File: config.mk
export PLATFORM = sky130hd
export DESIGN_NAME = image_frame_pattern_pixel_core
export DESIGN_NICKNAME = d
export VERILOG_FILES = /design/src/rtl/core/ifpp_pkg.sv /design/src/rtl/core/ifpp_cfg_regs.sv /design/src/rtl/core/ifpp_frame_stage.sv /design/src/rtl/core/ifpp_carpet_cell.sv /design/src/rtl/core/image_frame_pattern_pixel_core.sv
export SDC_FILE = /design/constraint.sdc
export NUM_CORES = 2
export LEC_CHECK = 0
export ABC_CLOCK_PERIOD_IN_PS = 8500
export BUFFER_PORTS_ARGS = -buffer_cell sky130_fd_sc_hd__buf_4
export CORE_MARGIN = 8
export CORE_UTILIZATION = 35
export DETAILED_ROUTE_END_ITERATION = 10
export PLACE_DENSITY = 0.54
export SKIP_CTS_REPAIR_TIMING = 1
export SLEW_MARGIN = 40
export SYNTH_ARGS = -nofsm -noshare
export SYNTH_HDL_FRONTEND = slang
export SYNTH_HIERARCHICAL = 1
export SYNTH_SLANG_ARGS = --single-unit
File: constraint.sdc
create_clock -name aclk -period 8.5 [get_ports aclk]
set_input_delay 0.85 -clock aclk [delete_from_list [all_inputs] [get_ports aclk]]
set_output_delay 0.85 -clock aclk [all_outputs]
set_load 0.005 [all_outputs]
File: src/rtl/core/ifpp_pkg.sv
// Package for the image frame pattern pixel core.
// Holds register codes, frame mode codes, the power-of-three table and the
// structs passed between the pipeline modules. No dependencies.
package ifpp_pkg;

    // Coordinate and dimension widths fixed by the register map.
    localparam int unsigned COORD_W = 12;
    localparam int unsigned DIM_W   = 13;
    localparam int unsigned FRAME_W = 12;

    // One carpet cell per base-3 digit that a 12-bit frame width can reach.
    localparam int unsigned NUM_CELLS = 7;

    // Reciprocal of three for a 12-bit dividend: q = (v * 2731) >> 13.
    localparam logic [11:0] RECIP3       = 12'd2731;
    localparam int unsigned RECIP3_SHIFT = 13;

    // Powers of three, entry k is 3**k.
    localparam logic [11:0] POW3 [0:NUM_CELLS] = '{
        12'd1, 12'd3, 12'd9, 12'd27, 12'd81, 12'd243, 12'd729, 12'd2187
    };

    // Configuration register indexes.
    typedef enum logic [2:0] {
        REG_IMAGE_WIDTH  = 3'd0,
        REG_IMAGE_HEIGHT = 3'd1,
        REG_FRAME_WIDTH  = 3'd2,
        REG_FRAME_MODE   = 3'd3,
        REG_FILL_COLOR   = 3'd4,
        REG_HAS_ALPHA    = 3'd5
    } cfg_reg_t;

    // Frame mode codes; the fourth code writes nothing.
    localparam logic [1:0] MODE_SOLID  = 2'd0;
    localparam logic [1:0] MODE_CARPET = 2'd1;
    localparam logic [1:0] MODE_CHESS  = 2'd2;

    // Configuration as seen by the datapath, dimensions already clamped.
    typedef struct packed {
        logic [DIM_W-1:0]   image_width;
        logic [DIM_W-1:0]   image_height;
        logic [FRAME_W-1:0] frame_width;
        logic [1:0]         frame_mode;
        logic [31:0]        fill_color;
        logic               has_alpha;
    } cfg_t;

    // Pixel item travelling down the cell chain.
    typedef struct packed {
        logic [COORD_W-1:0] x;
        logic [COORD_W-1:0] y;
        logic               write;
        logic               colour_fixed;
        logic               is_carpet;
        logic               hit;
    } pix_t;

endpackage

File: src/rtl/core/ifpp_cfg_regs.sv
// Configuration register file for the image frame pattern pixel core.
// Depends on ifpp_pkg. Clamps output dimensions to MAX_DIM, capped at 8191.
module ifpp_cfg_regs
    import ifpp_pkg::*;
#(
    parameter int unsigned MAX_DIM = 4096
) (
    input  logic        aclk,
    input  logic        aresetn,
    input  logic        cfg_valid,
    output logic        cfg_ready,
    input  logic [2:0]  cfg_index,
    input  logic [31:0] cfg_data,
    output cfg_t        cfg
);

    localparam int unsigned DIM_CAP = (MAX_DIM > 8191) ? 8191 : MAX_DIM;
    localparam logic [DIM_W-1:0] DIM_CAP_V = DIM_CAP[DIM_W-1:0];

    logic [DIM_W-1:0]   image_width_reg;
    logic [DIM_W-1:0]   image_height_reg;
    logic [FRAME_W-1:0] frame_width_reg;
    logic [1:0]         frame_mode_reg;
    logic [31:0]        fill_color_reg;
    logic               has_alpha_reg;

    // Writes are taken in any cycle.
    assign cfg_ready = 1'b1;

    // Register writes by index; unknown indexes are dropped.
    always_ff @(posedge aclk) begin
        if (!aresetn) begin
            image_width_reg  <= 13'd4096;
            image_height_reg <= 13'd4096;
            frame_width_reg  <= '0;
            frame_mode_reg   <= MODE_SOLID;
            fill_color_reg   <= '0;
            has_alpha_reg    <= 1'b0;
        end else if (cfg_valid && cfg_ready) begin
            unique case (cfg_reg_t'(cfg_index))
                REG_IMAGE_WIDTH:  image_width_reg  <= cfg_data[DIM_W-1:0];
                REG_IMAGE_HEIGHT: image_height_reg <= cfg_data[DIM_W-1:0];
                REG_FRAME_WIDTH:  frame_width_reg  <= cfg_data[FRAME_W-1:0];
                REG_FRAME_MODE:   frame_mode_reg   <= cfg_data[1:0];
                REG_FILL_COLOR:   fill_color_reg   <= cfg_data;
                REG_HAS_ALPHA:    has_alpha_reg    <= cfg_data[0];
                default: begin
                end
            endcase
        end
    end

    // Clamp oversized dimensions.
    always_comb begin
        cfg.image_width  = (image_width_reg > DIM_CAP_V) ? DIM_CAP_V : image_width_reg;
        cfg.image_height = (image_height_reg > DIM_CAP_V) ? DIM_CAP_V : image_height_reg;
        cfg.frame_width  = frame_width_reg;
        cfg.frame_mode   = frame_mode_reg;
        cfg.fill_color   = fill_color_reg;
        cfg.has_alpha    = has_alpha_reg;
    end

endmodule

File: src/rtl/core/ifpp_frame_stage.sv
// First pipeline stage: decides whether a pixel lies in the frame and which
// mode applies. Depends on ifpp_pkg.
module ifpp_frame_stage
    import ifpp_pkg::*;
(
    input  logic               aclk,
    input  logic               aresetn,
    input  cfg_t               cfg,
    input  logic               in_valid,
    output logic               in_ready,
    input  logic [COORD_W-1:0] in_x,
    input  logic [COORD_W-1:0] in_y,
    output logic               out_valid,
    input  logic               out_ready,
    output pix_t               out_pix
);

    logic       valid_reg;
    pix_t       pix_reg;
    pix_t       pix_next;
    logic [DIM_W-1:0] x_ext;
    logic [DIM_W-1:0] y_ext;
    logic [DIM_W-1:0] fw_ext;
    logic [DIM_W-1:0] fw_twice;
    logic       blocked;
    logic       in_frame;

    assign x_ext    = {1'b0, in_x};
    assign y_ext    = {1'b0, in_y};
    assign fw_ext   = {1'b0, cfg.frame_width};
    assign fw_twice = {cfg.frame_width, 1'b0};

    // Cases in which nothing is written at all.
    assign blocked = (cfg.frame_width == '0) || (fw_twice > cfg.image_width)
                  || (fw_twice > cfg.image_height) || (x_ext >= cfg.image_width)
                  || (y_ext >= cfg.image_height);

    // Top, bottom, left and right bands.
    assign in_frame = (y_ext < fw_ext) || (y_ext >= cfg.image_height - fw_ext)
                   || (x_ext < fw_ext) || (x_ext >= cfg.image_width - fw_ext);

    // Mode decode for a frame pixel.
    always_comb begin
        pix_next              = '0;
        pix_next.x            = in_x;
        pix_next.y            = in_y;
        if (!blocked && in_frame) begin
            unique case (cfg.frame_mode)
                MODE_SOLID: begin
                    pix_next.write        = 1'b1;
                    pix_next.colour_fixed = 1'b1;
                end
                MODE_CHESS: begin
                    pix_next.write        = (in_x[3] == in_y[3]);
                    pix_next.colour_fixed = (in_x[3] == in_y[3]);
                end
                MODE_CARPET: begin
                    pix_next.write     = 1'b1;
                    pix_next.is_carpet = 1'b1;
                end
                default: begin
                end
            endcase
        end
    end

    assign in_ready = !valid_reg || out_ready;

    // Stage register.
    always_ff @(posedge aclk) begin
        if (!aresetn) begin
            valid_reg <= 1'b0;
        end else if (in_ready) begin
            valid_reg <= in_valid;
        end
    end

    always_ff @(posedge aclk) begin
        if (in_ready && in_valid) begin
            pix_reg <= pix_next;
        end
    end

    assign out_valid = valid_reg;
    assign out_pix   = pix_reg;

endmodule

File: src/rtl/core/ifpp_carpet_cell.sv
// One carpet cell: examines one base-3 digit of x and y and passes the
// quotients to the next cell. Depends on ifpp_pkg.
module ifpp_carpet_cell
    import ifpp_pkg::*;
#(
    parameter int unsigned DIGIT = 0
) (
    input  logic               aclk,
    input  logic               aresetn,
    input  logic [FRAME_W-1:0] frame_width,
    input  logic               in_valid,
    output logic               in_ready,
    input  pix_t               in_pix,
    output logic               out_valid,
    input  logic               out_ready,
    output pix_t               out_pix
);

    logic       valid_reg;
    pix_t       pix_reg;
    pix_t       pix_next;
    logic [2*COORD_W-1:0] prod_x;
    logic [2*COORD_W-1:0] prod_y;
    logic [COORD_W-1:0]   quot_x;
    logic [COORD_W-1:0]   quot_y;
    logic [COORD_W-1:0]   rem_x;
    logic [COORD_W-1:0]   rem_y;
    logic                 active;

    // Divide by three through the reciprocal; exact for 12-bit values.
    assign prod_x = in_pix.x * RECIP3;
    assign prod_y = in_pix.y * RECIP3;
    assign quot_x = COORD_W'(prod_x >> RECIP3_SHIFT);
    assign quot_y = COORD_W'(prod_y >> RECIP3_SHIFT);
    assign rem_x  = in_pix.x - {quot_x[COORD_W-2:0], 1'b0} - quot_x;
    assign rem_y  = in_pix.y - {quot_y[COORD_W-2:0], 1'b0} - quot_y;

    // This digit counts only while the period fits in the frame width.
    assign active = (frame_width >= POW3[DIGIT+1]);

    always_comb begin
        pix_next     = in_pix;
        pix_next.x   = quot_x;
        pix_next.y   = quot_y;
        pix_next.hit = in_pix.hit
                     | (active && (rem_x == COORD_W'(1)) && (rem_y == COORD_W'(1)));
    end

    assign in_ready = !valid_reg || out_ready;

    // Cell register.
    always_ff @(posedge aclk) begin
        if (!aresetn) begin
            valid_reg <= 1'b0;
        end else if (in_ready) begin
            valid_reg <= in_valid;
        end
    end

    always_ff @(posedge aclk) begin
        if (in_ready && in_valid) begin
            pix_reg <= pix_next;
        end
    end

    assign out_valid = valid_reg;
    assign out_pix   = pix_reg;

endmodule

File: src/rtl/core/image_frame_pattern_pixel_core.sv
// Image frame pattern pixel core: solid, checkerboard or carpet border frame.
// The pipeline is one frame stage, one cell per base-3 digit (7 cells),
// and the output register.
// Throughput is one item per cycle; each stage stalls only when it is full
// and the stage after it cannot take its item.
// Synchronous active-low reset empties the pipeline and loads register defaults.
module image_frame_pattern_pixel_core
    import ifpp_pkg::*;
#(
    parameter int unsigned MAX_DIM = 4096
) (
    input  logic        aclk,
    input  logic        aresetn,
    input  logic        cfg_valid,
    output logic        cfg_ready,
    input  logic [2:0]  cfg_index,
    input  logic [31:0] cfg_data,
    input  logic        s_valid,
    output logic        s_ready,
    input  logic [11:0] s_pixel_x,
    input  logic [11:0] s_pixel_y,
    output logic        m_valid,
    input  logic        m_ready,
    output logic        m_write_pixel,
    output logic [7:0]  m_red,
    output logic [7:0]  m_green,
    output logic [7:0]  m_blue,
    output logic [7:0]  m_alpha
);

    cfg_t cfg;
    logic chain_valid [0:NUM_CELLS];
    logic chain_ready [0:NUM_CELLS];
    pix_t chain_pix   [0:NUM_CELLS];

    logic       out_valid_reg;
    logic       out_write_reg;
    logic [7:0] out_red_reg;
    logic [7:0] out_green_reg;
    logic [7:0] out_blue_reg;
    logic [7:0] out_alpha_reg;
    logic       out_in_ready;
    logic       colour;

    // Configuration registers.
    ifpp_cfg_regs #(
        .MAX_DIM(MAX_DIM)
    ) u_cfg (
        .aclk      (aclk),
        .aresetn   (aresetn),
        .cfg_valid (cfg_valid),
        .cfg_ready (cfg_ready),
        .cfg_index (cfg_index),
        .cfg_data  (cfg_data),
        .cfg       (cfg)
    );

    // Frame membership and mode decode.
    ifpp_frame_stage u_frame (
        .aclk      (aclk),
        .aresetn   (aresetn),
        .cfg       (cfg),
        .in_valid  (s_valid),
        .in_ready  (s_ready),
        .in_x      (s_pixel_x),
        .in_y      (s_pixel_y),
        .out_valid (chain_valid[0]),
        .out_ready (chain_ready[0]),
        .out_pix   (chain_pix[0])
    );

    // Row of carpet cells, one base-3 digit each.
    for (genvar i = 0; i < NUM_CELLS; i++) begin : g_cell
        ifpp_carpet_cell #(
            .DIGIT(i)
        ) u_cell (
            .aclk        (aclk),
            .aresetn     (aresetn),
            .frame_width (cfg.frame_width),
            .in_valid    (chain_valid[i]),
            .in_ready    (chain_ready[i]),
            .in_pix      (chain_pix[i]),
            .out_valid   (chain_valid[i+1]),
            .out_ready   (chain_ready[i+1]),
            .out_pix     (chain_pix[i+1])
        );
    end

    // Output register with the colour applied.
    assign out_in_ready          = !out_valid_reg || m_ready;
    assign chain_ready[NUM_CELLS] = out_in_ready;
    assign colour = chain_pix[NUM_CELLS].is_carpet ? chain_pix[NUM_CELLS].hit
                                                   : chain_pix[NUM_CELLS].colour_fixed;

    always_ff @(posedge aclk) begin
        if (!aresetn) begin
            out_valid_reg <= 1'b0;
        end else if (out_in_ready) begin
            out_valid_reg <= chain_valid[NUM_CELLS];
        end
    end

    always_ff @(posedge aclk) begin
        if (out_in_ready && chain_valid[NUM_CELLS]) begin
            out_write_reg <= chain_pix[NUM_CELLS].write;
            if (chain_pix[NUM_CELLS].write && colour) begin
                out_red_reg   <= cfg.fill_color[31:24];
                out_green_reg <= cfg.fill_color[23:16];
                out_blue_reg  <= cfg.fill_color[15:8];
                out_alpha_reg <= cfg.has_alpha ? cfg.fill_color[7:0] : 8'd0;
            end else begin
                out_red_reg   <= 8'd0;
                out_green_reg <= 8'd0;
                out_blue_reg  <= 8'd0;
                out_alpha_reg <= 8'd0;
            end
        end
    end

    assign m_valid       = out_valid_reg;
    assign m_write_pixel = out_write_reg;
    assign m_red         = out_red_reg;
    assign m_green       = out_green_reg;
    assign m_blue        = out_blue_reg;
    assign m_alpha       = out_alpha_reg;

endmodule

==> metrics.md <==
| Metric | Value |
|---|---|
| Max-cap viol count | `0` |
| GRT Overall Usage | `15.07%` |
| Mean post-synth cell area | `9.622 sq um` |
| CTS tree | `yes` |
| Critical path arrival | `8.36 ns` |
| CTS max path bufs | `3` |
| Crit start category | `flip-flop` |
| I/O pins | `100` |
| Worst Hold Class | `reg2reg` |
| Detailed Route Iter0 Violations | `1847` |
| Routed Antenna Nets | `0` |
| Router iterations before antenna repair | `6` |
| Slew margin rel. | `46.36%` |
| DRC viols | `0` |
| Worst reg-to-reg path cell count | `27` |
| CTS H-tree lvls | `2` |
| Slack of the worst reg-to-reg path | `0.56 ns` |
| GRT overflow | `0` |
| Final Slew Violations | `0` |
| Worst Slack Setup Final | `0.5649 ns` |
| Worst skew pair latency | `0.60 ns` |
| Worst Path Required | `8.92 ns` |
| Cell Area, Synth | `0.06132 sq mm` |
| Slew @ Worst Pin | `0.8035 ns` |
| # rows | `153` |
| Status | `finished clean` |
| Max Fanout on Critical Path | `6` |
| Setup CP Type | `reg2reg` |
| Sum Neg Setup Slack | `0 ns` |
| Final hold vios | `0` |
| Sink Count | `302` |
| Final WL | `140500 um` |
| Largest net degree at the start of global routing | `65` |
| Vias in the first global route | `45550` |
| Post-DP HPWL | `121700 um` |
| Multi-input logic area | `0.04673 sq mm` |
| Final setup viols | `0` |
| Share of layout cells above drive strength 1 | `5.073%` |
| Input/output buffers | `98` |
| FF+latch area | `0.008249 sq mm` |
| Number of CTS-inserted buffers | `40` |
| RR Endpoint | `g_cell[1].u_cell/out_pix[0]$_DFFE_PP_` |
| Fillers | `17430` |
| Initial antenna violation count | `4` |
| Critical Path Source | `g_cell[0].u_cell/out_pix[19]$_DFFE_PP_` |
| Worst setup path endpoint | `g_cell[1].u_cell/out_pix[0]$_DFFE_PP_` |
| Period Utilization, post-route | `93.35%` |
| Crit path capture type | `flip-flop` |
| P&R area growth vs syn | `8.243%` |
| DP Worst Slack | `0.4487 ns` |
| Routed wire per std cell | `15.84 um` |
| First-pass GRT wire length | `234100 um` |
| Yosys warns | `6` |
| Effective utilization at floorplan | `35.24%` |
| DR vias/cell | `4.816` |
| Worst-path clk slew | `0.07 ns` |
| Max reg flops | `160` |
| RSZ-0062 raised after global routing | `no` |
| DR vias | `42720` |
| Layout Nets | `8713` |
| Clock skew | `0.03060 ns` |
| Die height | `434.6 um` |
| Cells after Synth | `6373` |
| Root buffer cell | `clkbuf_16` |
| RR Startpoint | `g_cell[0].u_cell/out_pix[19]$_DFFE_PP_` |
| Core Region | `0.1740 sq mm` |
| Placer Congestion | `0.8649` |
| Chip Width | `434.6 um` |
| Fmax | `0.1260 GHz` |
| Fin crit period | `7.935 ns` |
| Die ar. | `0.1889 sq mm` |
layer usage:
metal / wire length (um) / global-route usage (%) / vias to the layer above
met5: 28 / 0 / -
met4: 4373 / 4.660 / 4
met3: 3481 / 1.336 / 209
met2: 66910 / 25.95 / 505
met1: 65690 / 20.08 / 20570
li1: - / - / 21430
per-stage QoR:
stage               util, %  cell area [sq um]  std cells  hold slack [ns]
finish                38.14              66370       8870           0.4165
global route          38.14              66370       8870           0.4284
CTS                   38.11              66320       8865           0.4178
detailed placement    37.36              65010       8792           0.4045
global placement      37.34              64980       8791           0.4019
floorplan                 -              61340       6379           0.4003
area by class of cell:
cell class | instances | area share, %
antenna | 1 | 0.003770
clock buffer | 50 | 1.595
clock inverter | 23 | 0.3676
inverter | 1625 | 9.190
multi-input combinational | 4401 | 70.40
sequential | 302 | 12.43
tap | 2325 | 4.383
timing repair buffer | 143 | 1.634
cell usage in the layout (no fill, tap or decap), types with 21 or more instances in the layout:
cell type     n
a21o_1       68
mux2i_1      83
nor2b_1      76
o211ai_1     33
nor4_1       30
nand2b_1     52
buf_4       141
or2_2        27
xor2_1      114
dfxtp_1      81
nand3_1      68
fa_1        688
o21a_1       64
nand4_1      40
a21boi_0     22
edfxtp_1    220
xnor2_1     156
inv_1      1623
o21bai_1     24
o21ai_0     136
clkbuf_16    40
nor3_1      105
and3_1       52
a21oi_1     208
nand2_1     239
a211oi_1     28
a31oi_1      23
or3_1        21
o31ai_1      21
ha_1       1448
nor2_1      206
and2_1       25
worst max-delay path, stage by stage, from the launching register on:
cell,delay [ns]
edfxtp_1,0.47
ha_1,0.39
fa_1,0.52
inv_1,0.05
fa_1,0.50
inv_1,0.06
fa_1,0.51
fa_1,0.50
ha_1,0.33
and2_0,0.18
nor4_1,0.30
nand2_1,0.12
a31o_2,0.28
a21oi_1,0.22
nor2b_1,0.09
nor2_1,0.12
xnor2_1,0.28
fa_1,0.51
inv_1,0.07
ha_1,0.30
a21o_1,0.22
a21oi_1,0.18
a21oi_1,0.08
or4_1,0.53
nor4_2,0.15
o2111ai_1,0.13
or4_1,0.43
o41ai_2,0.20
how the worst min path moves through the flow:
stage / startpoint / end / slack [ns] / cells after the start
floorplan: u_frame/out_pix[1]$_SDFFCE_PN0P_ / g_cell[0].u_cell/out_pix[1]$_DFFE_PP_ / 0.40 / 0
global placement: g_cell[3].u_cell/out_pix[3]$_DFFE_PP_ / g_cell[4].u_cell/out_pix[3]$_DFFE_PP_ / 0.40 / 0
detailed placement: g_cell[3].u_cell/out_pix[1]$_DFFE_PP_ / g_cell[4].u_cell/out_pix[1]$_DFFE_PP_ / 0.40 / 0
CTS: g_cell[5].u_cell/out_pix[2]$_DFFE_PP_ / g_cell[6].u_cell/out_pix[2]$_DFFE_PP_ / 0.42 / 0
global route: u_frame/out_pix[1]$_SDFFCE_PN0P_ / g_cell[0].u_cell/out_pix[1]$_DFFE_PP_ / 0.43 / 0
finish: g_cell[3].u_cell/out_pix[1]$_DFFE_PP_ / g_cell[4].u_cell/out_pix[1]$_DFFE_PP_ / 0.42 / 0
Power is not shown: default switching activity piles up to over one toggle a cycle in this logic, so the estimate is an artifact.
